## config.mk

```make
export PLATFORM = sky130hd
export DESIGN_NAME = roc_ctrl
export DESIGN_NICKNAME = d
export VERILOG_FILES = /design/src/rtl/assert_macros.svh /design/src/rtl/roc_pkg.sv /design/src/rtl/roc_ctrl.sv
export SDC_FILE = /design/constraint.sdc
export NUM_CORES = 1
export LEC_CHECK = 0
export ABC_AREA = 1
export BUFFER_PORTS_ARGS = -buffer_cell sky130_fd_sc_hd__buf_4
export CAP_MARGIN = 5
export CORE_AREA = 3 3 40 42
export DETAILED_ROUTE_END_ITERATION = 10
export DIE_AREA = 0 0 43 45
export GPL_ROUTABILITY_DRIVEN = 0
export PLACE_DENSITY_LB_ADDON = 0.05
export SLEW_MARGIN = 20
export SYNTH_ARGS = -nofsm -noshare
export SYNTH_HDL_FRONTEND = slang
export SYNTH_SLANG_ARGS = --single-unit
```

## constraint.sdc

```tcl
create_clock -name aclk -period 3.61 [get_ports aclk]
set_clock_uncertainty 0.2 [all_clocks]
set_input_delay 0.722 -clock aclk [delete_from_list [all_inputs] [get_ports aclk]]
set_output_delay 0.722 -clock aclk [all_outputs]
set_load 0.02 [all_outputs]
```

## src/rtl/assert_macros.svh

```systemverilog
// assertion macros used by the rtl datapath
`ifndef ASSERT_MACROS_SVH
`define ASSERT_MACROS_SVH

// property must hold at every clock edge outside reset
`define ASSERT_CLKED(lbl, clk, rst_n, prop, msg) \
    lbl: assert property (@(posedge clk) disable iff (!rst_n) (prop)) else $error(msg);

// expression must never be true outside reset
`define ASSERT_NEVER(lbl, clk, rst_n, expr, msg) \
    lbl: assert property (@(posedge clk) disable iff (!rst_n) !(expr)) else $error(msg);

`endif

```

## src/rtl/roc_pkg.sv

```systemverilog
// shared constants, types and codes for the roc auc scorer
package roc_pkg;

    localparam int MAX_ITEMS   = 1024;
    localparam int SCORE_BITS  = 16;

    localparam int SCORE_IN_W  = 16;
    localparam int SCORE_W     = (SCORE_BITS < SCORE_IN_W) ? SCORE_BITS : SCORE_IN_W;
    localparam int ADDR_W      = (MAX_ITEMS > 1) ? $clog2(MAX_ITEMS) : 1;
    localparam int CNT_W       = $clog2(MAX_ITEMS + 1);
    localparam int PN_W        = 2 * CNT_W;
    localparam int REM_W       = PN_W + 1;

    localparam int FRAC_BITS   = 16;
    localparam int AUC_W       = FRAC_BITS + 1;
    localparam int QUO_STEPS   = FRAC_BITS + 1;
    localparam int STEP_W      = $clog2(QUO_STEPS + 1);
    localparam int AUC_ONE     = 1 << FRAC_BITS;

    localparam int PAIR_OUT_W  = 19;
    localparam int COUNT_OUT_W = 11;
    localparam int STATUS_W    = 2;
    localparam int PAIR_MAX    = (1 << PAIR_OUT_W) - 1;
    localparam int COUNT_MAX   = (1 << COUNT_OUT_W) - 1;

    localparam int PAYLOAD_W   = AUC_W + PAIR_OUT_W + 2 * COUNT_OUT_W + STATUS_W;
    localparam int M_DATA_W    = ((PAYLOAD_W + 7) / 8) * 8;
    localparam int PAD_W       = M_DATA_W - PAYLOAD_W;

    typedef enum logic [STATUS_W-1:0] {
        STATUS_OK       = 2'd0,
        STATUS_ABSENT   = 2'd1,
        STATUS_OVERFLOW = 2'd2
    } status_t;

    typedef enum logic [2:0] {
        ST_IDLE,
        ST_SCAN,
        ST_WRITE,
        ST_MUL,
        ST_INIT,
        ST_DIV,
        ST_OUT
    } state_t;

    typedef struct packed {
        logic load;
        logic rd_en;
        logic wr_en;
        logic mul;
        logic div_init;
        logic div_step;
        logic out_load;
    } ctrl_cmd_t;

    typedef struct packed {
        logic full;
        logic cnt_zero;
        logic scan_last;
        logic item_last;
        logic div_done;
        logic out_free;
    } dp_stat_t;

endpackage

```

## src/rtl/roc_ctrl.sv

```systemverilog
// controller state machine sequencing scan, store, multiply, divide and result
module roc_ctrl (
    input  logic                aclk,
    input  logic                aresetn,
    input  logic                s_tvalid,
    output logic                s_tready,
    input  logic                s_tlast,
    input  roc_pkg::dp_stat_t   stat,
    output roc_pkg::ctrl_cmd_t  cmd
);

    roc_pkg::state_t state_reg;
    roc_pkg::state_t state_next;

    always_ff @(posedge aclk) begin
        if (!aresetn) begin
            state_reg <= roc_pkg::ST_IDLE;
        end else begin
            state_reg <= state_next;
        end
    end

    always_comb begin
        state_next = state_reg;
        cmd        = '0;
        s_tready   = 1'b0;
        case (state_reg)
            roc_pkg::ST_IDLE: begin
                s_tready = 1'b1;
                if (s_tvalid) begin
                    cmd.load = 1'b1;
                    if (stat.full) begin
                        state_next = s_tlast ? roc_pkg::ST_MUL : roc_pkg::ST_IDLE;
                    end else if (stat.cnt_zero) begin
                        state_next = roc_pkg::ST_WRITE;
                    end else begin
                        state_next = roc_pkg::ST_SCAN;
                    end
                end
            end
            roc_pkg::ST_SCAN: begin
                cmd.rd_en = 1'b1;
                if (stat.scan_last) begin
                    state_next = roc_pkg::ST_WRITE;
                end
            end
            roc_pkg::ST_WRITE: begin
                cmd.wr_en  = 1'b1;
                state_next = stat.item_last ? roc_pkg::ST_MUL : roc_pkg::ST_IDLE;
            end
            roc_pkg::ST_MUL: begin
                cmd.mul    = 1'b1;
                state_next = roc_pkg::ST_INIT;
            end
            roc_pkg::ST_INIT: begin
                cmd.div_init = 1'b1;
                state_next   = roc_pkg::ST_DIV;
            end
            roc_pkg::ST_DIV: begin
                cmd.div_step = 1'b1;
                if (stat.div_done) begin
                    state_next = roc_pkg::ST_OUT;
                end
            end
            roc_pkg::ST_OUT: begin
                if (stat.out_free) begin
                    cmd.out_load = 1'b1;
                    state_next   = roc_pkg::ST_IDLE;
                end
            end
            default: begin
                state_next = roc_pkg::ST_IDLE;
            end
        endcase
    end

endmodule

```

==> results.json <==
{
  "status": "completed",
  "hp-start": "state_reg[2]",
  "clock-sinks": 3,
  "cts_resized": 0,
  "wl_um": 827,
  "via_per_inst": 4.18,
  "tightestPinTransition_ps": 512,
  "power.leakage_nw": 0.293,
  "fin_crit_ps": 2230,
  "grt_max_degree": 11,
  "io_pins": 18,
  "dr_total_vias": 380,
  "gr-total-overflow": 0,
  "die_h_um": 45,
  "syn_inst": 58,
  "drtIter0Drc": 4,
  "rows": 13,
  "numCtsBuffers": 3,
  "path_buf_inv": 3,
  "synth-compound-area-share_pct": 8.78,
  "synth_seq_cells": 3,
  "htree_levels": 1,
  "register_area_um2": 60.1,
  "max_stage_delay_ps": 610,
  "drv_cap": 0,
  "die_w_um": 43,
  "num_antenna_cells": 0,
  "worst-path-max-fanout": 10,
  "synthAdderAreaFrac_pct": 0,
  "fillers": 149,
  "grt_first_pass_wirelength_um": 1520,
  "post_drt_wl_per_cell_um": 9.09,
  "ys_warn_count": 0,
  "start_kind": "flop",
  "avgSynthCellArea_um2": 6.39,
  "multi_input_area_um2": 221,
  "max_freq_mhz": 448,
  "top_layer_used": "met3",
  "hpwl_um": 656,
  "synth-xor-area-share_pct": 0,
  "dr.pass1.iters": 2,
  "cts_tree": "yes",
  "worstPathArrival_ps": 1310,
  "cp_top_family": "flip-flops",
  "synth_cell_types": 22,
  "finalCritPeriodShare_pct": 61.9,
  "track_usage_pct": 10.1,
  "drive_above_1_share_pct": 48.7,
  "r2r_cells": 6,
  "wl_met2_um": 344,
  "largest_reg_flops": 3,
  "min_path_type": "flop to flop",
  "final_common_cell": "buf_4",
  "hold_viol_final": 0,
  "reg2reg_to": "state_reg[2]",
  "synth_nets": 68,
  "rrSetupSlack_ps": 2100,
  "area_delta_synth_final_pct": 37.5,
  "clock_path_buffers": 2,
  "path_cells": "inv_2, nor2_2, inv_1, nor2_1, buf_4",
  "cts_setup_buffers": 0,
  "holdPathEnd": "state_reg[2]",
  "ant_nets": 0,
  "synth_area_um2": 370,
  "synthMuxAreaShare_pct": 0,
  "max-slew-margin-rel_pct": 65.8,
  "dieArea_um2": 1940,
  "critPathRequiredTime_ps": 2690,
  "worst_setup_path_end_kind": "output port",
  "clk_pin_slew_ps": 30,
  "holdWs_ps": 551,
  "nNetsFinal": 87,
  "slew_viol_final": 0,
  "synthSimpleGateAreaFrac_pct": 51.0,
  "drc": 0,
  "cpMaxStageDelayCell": "dfxtp_1",
  "fin_setup_tns_ps": 0,
  "min_path_cells": 2,
  "synth_top_family_by_area": "simple AND/OR/NAND/NOR gates",
  "grt_pass1_vias": 349,
  "antenna_found_initial": 0,
  "start_util_pct": 28.8,
  "rsz0062_at_grt": "false",
  "r2r-start": "state_reg[2]",
  "setup_viol": 0,
  "final_cell_mix": "17 x buf_4, 10 x nand2_1, 10 x inv_1",
  "p_per_area_nw_per_um2": 417,
  "core_um2": 1280,
  "drt-met1-wl_um": 394,
  "path_class": "flop to output port",
  "seq_area_frac_synth_pct": 16.2,
  "root_buffer": "clkbuf_4",
  "clk_latency_ps": 230,
  "port_buffers": 17,
  "max-vdd-ir-drop_uv": 310,
  "hold_buffers": 0,
  "met3WireLength_um": 88
}
layout make-up:
class	count	share of cell area (%)
Multi-Input combinational cell	38	43.5
Sequential cell	3	11.8
Clock buffer	4	5.16
Inverter	14	10.8
Timing Repair Buffer	17	25.1
Tap cell	15	3.69
metal layers:
metal	vias up	global-route usage, %
li1	216	-
met5	-	0
met4	0	1.81
met1	149	14.2
met2	15	14.7
met3	0	3.98
through the flow:
step / cells / cell area (um2) / setup WS (ps) / util [%] / power [mW]
floorplan: 58 / 370 / 1300 / - / 0.132
global placement: 87 / 483 / 1500 / 37.6 / 0.158
detailed placement: 87 / 483 / 1490 / 37.6 / 0.157
CTS: 91 / 509 / 1350 / 39.6 / 0.219
global route: 91 / 509 / 1210 / 39.6 / 0.235
finish: 91 / 509 / 1380 / 39.6 / 0.212
worst reg2reg max path: cells and delay by family (launching register included):
kind,cells,cell delay (ps)
flops,1,630
simple gates,4,400
compound gates,1,130
buf+inv,1,90
synth_stat cells:
| cell type | n | area (um2) |
|---|---|---|
| a21oi_1 | 1 | 5.00 |
| inv_2 | 3 | 11.3 |
| or2_2 | 1 | 6.26 |
| nand3_1 | 5 | 25.0 |
| nor2_2 | 3 | 18.8 |
| nor4_1 | 1 | 6.26 |
| nor3_4 | 1 | 16.3 |
| o21ai_0 | 1 | 5.00 |
| nand4_1 | 1 | 6.26 |
| buf_6 | 3 | 33.8 |
| nand3_2 | 1 | 10.0 |
| nor2_1 | 3 | 11.3 |
| o21ai_1 | 1 | 5.00 |
| inv_1 | 10 | 37.5 |
| nand2_1 | 10 | 37.5 |
| dfxtp_1 | 3 | 60.1 |
| nand2_2 | 3 | 18.8 |
| nor3_1 | 2 | 10.0 |
| nand2_4 | 1 | 11.3 |
| a21oi_2 | 2 | 17.5 |
| inv_4 | 1 | 6.26 |
| nor2_4 | 1 | 11.3 |
power by group:
part | internal [mW] | switching, mW
clock network | 0.0413 | 0.0160
registers | 0.0383 | 0.0190
logic | 0.0450 | 0.0529
worst max-delay path by stage:
stage | start | slack [ps] | depth (start not counted) | endpoint
2_1_floorplan | s_tvalid | 1300 | 2 | cmd[6]
3_3_place_gp | s_tvalid | 1500 | 4 | cmd[6]
3_5_place_dp | s_tvalid | 1490 | 4 | cmd[6]
4_1_cts | state_reg[0] | 1350 | 5 | cmd[5]
5_1_grt | state_reg[0] | 1210 | 5 | cmd[1]
6_report | state_reg[0] | 1380 | 5 | cmd[5]
cells by family after synthesis:
group	Yosys count
AND/OR/NAND/NOR	33
buffers and inverters	17
AO/OA/AOI/OAI	5
flip-flops	3
No activity file was read; power rests on OpenSTA's default activity.
